$ cat src/rtl/mghf_pkg.sv
`timescale 1ns / 1ps
// Shared types and constants for the magnetometer/gyro heading fusion block.
// Holds the CORDIC word formats, the arctangent table and the register indices.
package mghf_pkg;

	localparam int CORDIC_STEPS_DEF = 16;
	localparam int ATAN_DEPTH = 24;

	localparam int XW = 28;
	localparam int ZW = 26;

	localparam logic signed [ZW-1:0] DEG90_FINE = 26'sd5898240;
	localparam logic signed [17:0] FULL_TURN = 18'sd46080;
	localparam logic signed [17:0] QUARTER_TURN = 18'sd11520;

	localparam logic [16:0] MAG_WEIGHT_RST = 17'd45875;
	localparam logic [23:0] GYRO_GAIN_RST = 24'd25166;

	localparam logic signed [ZW-1:0] ATAN_TABLE [ATAN_DEPTH] = '{
		26'sd2949120, 26'sd1740967, 26'sd919879, 26'sd466945,
		26'sd234379, 26'sd117304, 26'sd58666, 26'sd29335,
		26'sd14668, 26'sd7334, 26'sd3667, 26'sd1833,
		26'sd917, 26'sd458, 26'sd229, 26'sd115,
		26'sd57, 26'sd29, 26'sd14, 26'sd7,
		26'sd4, 26'sd2, 26'sd1, 26'sd0
	};

	typedef enum logic [1:0] {
		REG_MAG_WEIGHT = 2'd0,
		REG_GYRO_GAIN  = 2'd1
	} cfg_reg_e_t;

	typedef struct packed {
		logic                 zero;
		logic signed [XW-1:0] x;
		logic signed [XW-1:0] y;
		logic signed [ZW-1:0] z;
	} cordic_t;

endpackage

$ cat src/rtl/mghf_cordic_cell.sv
`timescale 1ns / 1ps
// One vectoring CORDIC iteration with its output register.
// Depends on mghf_pkg for the word format and the arctangent table.
module mghf_cordic_cell import mghf_pkg::*; #(
	parameter int STEP = 0
) (
	input  logic    clk,
	input  logic    arst_n,
	input  logic    in_vld,
	input  cordic_t din,
	output logic    out_vld,
	output cordic_t dout
);

	logic signed [XW-1:0] xs;
	logic signed [XW-1:0] ys;
	cordic_t nxt;
	logic vld_q;
	cordic_t data_q;

	always_comb begin
		xs = din.x >>> STEP;
		ys = din.y >>> STEP;
		nxt = din;
		if (din.y > 0) begin
			nxt.x = din.x + ys;
			nxt.y = din.y - xs;
			nxt.z = din.z + ATAN_TABLE[STEP];
		end else begin
			nxt.x = din.x - ys;
			nxt.y = din.y + xs;
			nxt.z = din.z - ATAN_TABLE[STEP];
		end
	end

	always_ff @(posedge clk or negedge arst_n) begin
		if (!arst_n) begin
			vld_q <= 1'b0;
		end else begin
			vld_q <= in_vld;
		end
	end

	always_ff @(posedge clk) begin
		data_q <= nxt;
	end

	assign out_vld = vld_q;
	assign dout = data_q;

endmodule

$ cat config.mk
export PLATFORM = sky130hd
export DESIGN_NAME = mghf_cordic_cell
export DESIGN_NICKNAME = d
export VERILOG_FILES = /design/src/rtl/mghf_pkg.sv /design/src/rtl/mghf_cordic_cell.sv
export SDC_FILE = /design/constraint.sdc
export NUM_CORES = 1
export LEC_CHECK = 0
export BUFFER_PORTS_ARGS = -buffer_cell sky130_fd_sc_hd__buf_2
export CORE_ASPECT_RATIO = 0.75
export CORE_UTILIZATION = 35
export DETAILED_ROUTE_END_ITERATION = 8
export PLACE_DENSITY = 0.61
export SLEW_MARGIN = 40
export SYNTH_ARGS = -nofsm -noshare
export SYNTH_HDL_FRONTEND = slang
export SYNTH_SLANG_ARGS = --single-unit
$ cat constraint.sdc
create_clock -name clk -period 0.8 [get_ports clk]
set_input_delay 0.04 -clock clk [delete_from_list [all_inputs] [get_ports clk]]
set_output_delay 0.04 -clock clk [all_outputs]
set_load 0.05 [all_outputs]
==> results.yml, run 1 <==
outcome:
  status: "finished with violations"
  violations: "setup timing"
timing:
  worstMarginPinSlew_ps: 388
  setup-violations-final: 147
  hold_viol: 0
  drv_slew: 0
  min_period_ps: 2230
  finalCritPeriodShare_pct: 278
  worst_slack_ps: -1430
  rsz0062_at_grt: "true"
  fmax_mhz: 449
  max_slew_margin_pct: 73.7
placement:
  place_congestion: 0.909
  port_buffers: 169
  place_inst: 1471
  dp_hpwl_um: 18500
  detailed_place.area_um2: 10100
power:
  p_sw_share_pct: 41.8
  power_mw: 24.0
  intPower_mw: 14.0
  power_density_nw_per_um2: 1770
  pwr-share-comb_pct: 57.6
  p_sw_mw: 10.0
  pwr-share-seq_pct: 23.5
  clkPwrFrac_pct: 18.8
  leakagePower_nw: 6.29
  vdd_drop_max_mv: 1.65
route:
  drt-initial-drc-count: 542
  first_pass_iters: 5
  ant_nets: 0
  num_vias: 8169
  drc: 0
  wl_per_cell_um: 18.7
  finalWirelength_um: 29500
  vias_per_cell: 5.17
grt:
  grt_busiest_layer: "met2"
  overflow: 0
  grt_pass1_vias: 7756
  grt_util_met2_pct: 42.5
  grt_pass1_wl_um: 40500
  use_met1_pct: 36.8
  grt_max_degree: 52
  antenna_found_initial: 0
  grt_use_met3_pct: 5.02
  grt_util_all_layers_pct: 26.7
finish:
  fin_area_um2: 13600
  syn2layout_area_growth_pct: 105
  final_cells: 1580
  drive_above_1_share_pct: 64.4
  finalNetCount: 1507
  n_antenna_cell: 0
worst_hold_path:
  hp-start: "din[25]"
  whs_path_depth: 3
  min-delay-path-class: "in2reg"
  min_to: "dout[25]"
setup_path:
  required_ps: 1080
  slowest_delay_ps: 260
  slowest_stage: "a21oi_2"
  arrival_ps: 2510
  worstSetupPathType: "in2reg"
  endpoint_kind: "flip-flop"
  path_cells: "buf_2, nor4_2, buf_4, nand3_1, nor2_2, or2_4, ha_4, a21o_1, a21oi_2, o21bai_4, a21oi_4, o21ai_2, a21o_1, a21oi_2, xnor2_1"
  startpoint_type: "input port"
  cp_max_fo: 3
synthesis:
  ys_types: 73
  synthesis.nets: 991
  ys_async_sr_fraction_pct: 1.20
  synth_edf_count: 0
  avgSynthCellArea_um2: 8.16
  yosysWarningCount: 0
  yosysTopAreaCell: "dfxtp_1"
  yosysTopAreaCellShare_pct: 24.8
  synth_flop_cell: "dfxtp_1"
  yosysSeqAreaShare_pct: 25.2
  synth.area.top_cells: "dfxtp_1 (25%), ha_1 (17%), a21oi_1 (8.6%)"
  netlist_area_um2: 6630
  synth_seq_cells: 83
  synthCells: 812
floorplan:
  dieHeight_um: 121
  die_x_um: 161
  initial_core_util_pct: 35.8
  io_pins: 170
  coreArea_um2: 18500
  rows: 43
  dieArea_um2: 19500
clock_network:
  clockRootBuffer: "clkbuf_16"
  numCtsBuffers: 9
  cts.htree.levels: 3
  cts_sinks: 83
  cts_buffer_depth: 2
  tritoncts: "done"
  path_clk_slew_ps: 70
flow_run:
  maxCapViolCount: 0
[what timing repair did]
action | CTS | global route
pin swaps | 103 | 104
endpoints found under the setup margin | 147 | 147
buffers inserted | 50 | 37
endpoints found under the hold margin | 20 | 0
resized for setup | 475 | 148
cloned | 2 | 4
hold buffers | 21 | 0
[cell type report]
cell class	instances	area, um2
Multi-Input combinational cell	605	5920
Timing Repair Buffer	541	4920
Fill cell	1192	4900
Sequential cell	83	1770
Inverter	88	380
Tap cell	247	309
Clock buffer	9	225
Clock inverter	7	83.8
[synthesized netlist by cell type (8+ instances only)]
cell / n
o21ai_1: 8
nor2_1: 73
clkbuf_1: 12
buf_2: 9
mux2i_1: 12
nand4_1: 12
o21ai_0: 32
o211ai_1: 9
ha_1: 89
nand2_1: 37
xor2_1: 11
inv_1: 84
nor3_1: 12
nor4_1: 10
a21o_1: 23
a21oi_1: 114
dfxtp_1: 82
xnor2_1: 50
o21bai_1: 16
[layout by cell type, fill, tap and decap left out, types with 6 or more instances in the layout]
cell and instances:
nand2_1 27, a21o_1 23, o21ai_1 9, buf_6 70, a21oi_2 44, xnor2_2 12, buf_8 60, nor2_1 53
inv_2 12, buf_12 11, o21ai_0 19, nor2_2 8, clkbuf_16 13, dlygate4sd3_1 21, nor2_4 13, o21a_1 7
xor2_1 10, ha_2 8, xnor2_1 39, o211ai_1 9, a21oi_4 15, o21ai_2 12, dfxtp_2 81, mux2i_1 7
nor3_1 6, a21oi_1 58, ha_1 59, o21bai_1 11, ha_4 22, nand4_1 12, inv_1 66, buf_4 301
buf_2 71
[logic make-up after synthesis]
family | after synthesis | synth area share (%)
DFF | 83 | 25.2
AOI/OAI and AO/OA | 260 | 26.1
muxes | 13 | 2.04
adders and majority gates | 93 | 18.0
and+or+nand+nor | 177 | 12.5
xor gates and xnor gates | 62 | 8.31
buffers and inverters | 124 | 7.89
[critical path, delay by kind of cell]
kind / cells / cell delay [ps]
compound gates: 7 / 1140
simple gates: 4 / 700
buf+inv: 2 / 280
fa+ha+maj: 1 / 200
xor+xnor: 1 / 130
[worst max-delay path by stage]
stage | startpoint | endpoint | slack, ps
global placement | din[27] | dout[24] | -1700
CTS | din[37] | dout[25] | -1260
detailed placement | din[27] | dout[24] | -1750
finish | din[42] | dout[25] | -1430
global route | din[40] | dout[25] | -1530
floorplan | din[28] | dout[25] | -1490
[power by group through the flow]
stage          clock network [mW]  logic, mW  registers, mW
6_report                     4.53       13.8           5.65
5_1_grt                      4.80       14.4           5.71
2_1_floorplan                   0       3.58           8.14
4_1_cts                      4.61       12.4           5.56
3_5_place_dp                    0       10.0           5.24
3_3_place_gp                    0       9.95           5.22
[through the flow]
stage / setup slack (ps) / hold WS [ps] / utilization (%) / setup TNS, ps
CTS: -1260 / 25.7 / 68.3 / -65750
global route: -1530 / 30.4 / 73.5 / -76100
floorplan: -1490 / -256 / - / -56550
global placement: -1700 / -185 / 54.8 / -89390
detailed placement: -1750 / -182 / 54.8 / -90400
finish: -1430 / 13.9 / 73.5 / -69850
[sequential cells by signal, indices dropped and copies added (netlist names)]
register / cells
dout: 82
out_vld: 1
[routing by layer]
layer | routed length [um] | part of all wire (%)
met2 | 13700 | 46
met3 | 2120 | 7.2
met5 | 0 | 0
met4 | 779 | 2.6
met1 | 13000 | 44
No activity file was read; power rests on OpenSTA's default activity.
==> inputs of run 2 (changes only) <==
--- a/config.mk
+++ b/config.mk
@@ -7,6 +7,7 @@
 export LEC_CHECK = 0
 export BUFFER_PORTS_ARGS = -buffer_cell sky130_fd_sc_hd__buf_2
 export CORE_ASPECT_RATIO = 0.75
+export CORE_MARGIN = 5
 export CORE_UTILIZATION = 35
 export DETAILED_ROUTE_END_ITERATION = 8
 export PLACE_DENSITY = 0.61
==> run 2 against run 1 <==
The flow finishes with violations (hold timing, setup timing). Maximum frequency is 6.8% higher. Cell area is 2.3% lower. Largest cell class unchanged. Global-route usage is 2.8 points lower. Non-clock buffer count is 21 lower. Critical path depth stayed put. Cell count is 1.3% lower. Flip-flop and latch count stayed put.
==> results.yml, run 2 (synthesized netlist as in run 1, its figures left out) <==
grt:
  grt_pass1_wl_um: 41800
  overflow: 0
  grt_max_degree: 52
  antenna_found_initial: 0
  grt_pass1_vias: 7954
  grt_util_all_layers_pct: 23.9
power:
  p_sw_mw: 9.98
  p_sw_share_pct: 41.8
  power_density_nw_per_um2: 1800
  power_mw: 23.9
  vdd_drop_max_mv: 1.36
  pwr-share-comb_pct: 57.1
  clkPwrFrac_pct: 19.0
  leakagePower_nw: 6.11
  intPower_mw: 13.9
  pwr-share-seq_pct: 23.9
clock_network:
  numCtsBuffers: 9
  path_clk_slew_ps: 70
  cts_sinks: 83
  clockRootBuffer: "clkbuf_16"
  cts.hold.buffers_added: 22
  cts_buffer_depth: 2
  cts.htree.levels: 3
  tritoncts: "done"
floorplan:
  dieArea_um2: 21800
  die_x_um: 169
  rows: 43
  io_pins: 170
  initial_core_util_pct: 35.7
  coreArea_um2: 18600
  dieHeight_um: 129
setup_path:
  slowest_stage: "fa_2"
  slowest_delay_ps: 370
  worstSetupPathType: "in2reg"
  startpoint_type: "input port"
  endpoint_kind: "flip-flop"
  critPathCapture: "dout[24]"
  arrival_ps: 2330
  cpMostUsedCell: "a21o_1"
  required_ps: 1050
  cp_max_fo: 4
  setup.worst_path.start: "din[50]"
  path_cells: "buf_2, nor4_1, nand3_1, nor2_2, or2_4, inv_6, fa_2, inv_2, a21oi_4, o21bai_2, a21o_1, a21o_1, a21o_1, a21oi_2, xnor2_1"
timing:
  setup-violations-final: 147
  rsz0062_at_grt: "true"
  max_slew_margin_pct: 67.2
  fmax_mhz: 479
  finalCritPeriodShare_pct: 261
  worstMarginPinSlew_ps: 489
  timing.hold.ws_ps: -55.7
  worst_slack_ps: -1290
  drv_slew: 0
  min_period_ps: 2090
  hold_viol: 1
finish:
  syn2layout_area_growth_pct: 101
  largest_reg_flops: 82
  layout_commonest_cell: "buf_4"
  finalNetCount: 1486
  mostFrequentLayoutCells: "buf_4 (293), dfxtp_2 (80), buf_8 (76), buf_2 (69), inv_1 (64)"
  drive_above_1_share_pct: 63.9
worst_hold_path:
  hp-start: "din[54]"
  min-delay-path-class: "in2reg"
route:
  first_pass_iters: 5
  num_vias: 8075
  finalWirelength_um: 28700
  drc: 0
  vias_per_cell: 5.18
  ant_nets: 0
  wl_per_cell_um: 18.4
  drt-initial-drc-count: 669
placement:
  place_congestion: 0.939
  dp_hpwl_um: 19400
  port_buffers: 169
  pre_cts_slack_ps: -1730
outcome:
  violations: "hold timing, setup timing"
  status: "finished with violations"
flow_run:
  maxCapViolCount: 0
## run 2: changes by cell type in the layout (fill, tap and decap cells not counted), sizes merged
cell         delta
clkinv          -1
buf            -19
clkbuf          -3
inv             +1
dlygate4sd3     +1
diode           +1
## run 2: how the worst min path moves through the flow
stage          cells past startpoint  endpoint  slack, ps
2_1_floorplan                      0   out_vld       -260
3_3_place_gp                       1   out_vld       -180
3_5_place_dp                       1   out_vld       -180
4_1_cts                            3  dout[26]        -70
5_1_grt                            3  dout[26]        -50
6_report                           3  dout[26]        -60
## run 2: per-stage QoR
step | TNS (ps) | util (%) | hold WS, ps | area, um2 | instances
2_1_floorplan | -56550 | - | -256 | 7170 | 812
3_3_place_gp | -87690 | 54.0 | -185 | 10000 | 1456
3_5_place_dp | -89310 | 54.0 | -184 | 10000 | 1456
4_1_cts | -67010 | 67.1 | -65.1 | 12500 | 1537
5_1_grt | -75850 | 71.6 | -49.3 | 13300 | 1559
6_report | -68270 | 71.6 | -55.7 | 13300 | 1560
## run 2: layout make-up
type | instances | area, um2
antenna | 1 | 2.50
clock buffer | 9 | 225
clock inverter | 7 | 81.3
fill | 1234 | 5270
inverter | 88 | 384
multi-input combinational | 605 | 5860
sequential | 83 | 1770
tap | 247 | 309
timing repair buffer | 520 | 4660
## run 2: critical path, delay by kind of cell
kind,cells,cell delay [ps]
compound gates,6,690
xor+xnor,1,110
fa+ha+maj,1,370
buf+inv,3,270
simple gates,4,830
## run 2: timing repair
| action | 4_1_cts | 5_1_grt |
|---|---|---|
| hold endpoints to repair | 22 | 1 |
| setup buffers | 46 | 32 |
| pin swaps | 82 | 120 |
| resized for setup | 483 | 150 |
| setup endpoints to repair | 147 | 147 |
## run 2: layer usage
layer / global-route usage (%) / share of wire, % / vias up
met4: 5.34 / 1.7 / 0
met5: 0 / 0 / -
li1: - / - / 3804
met2: 39.6 / 47 / 330
met1: 32.3 / 44 / 3891
met3: 5.03 / 7.2 / 50
## run 2: power by group through the flow
stage | registers [mW] | logic (mW) | clock network [mW]
after global routing | 5.79 | 14.2 | 4.78
after CTS | 5.64 | 12.4 | 4.62
final | 5.71 | 13.6 | 4.54
after global placement | 5.24 | 9.92 | 0
after detailed placement | 5.25 | 9.98 | 0
after floorplan | 8.14 | 3.58 | 0
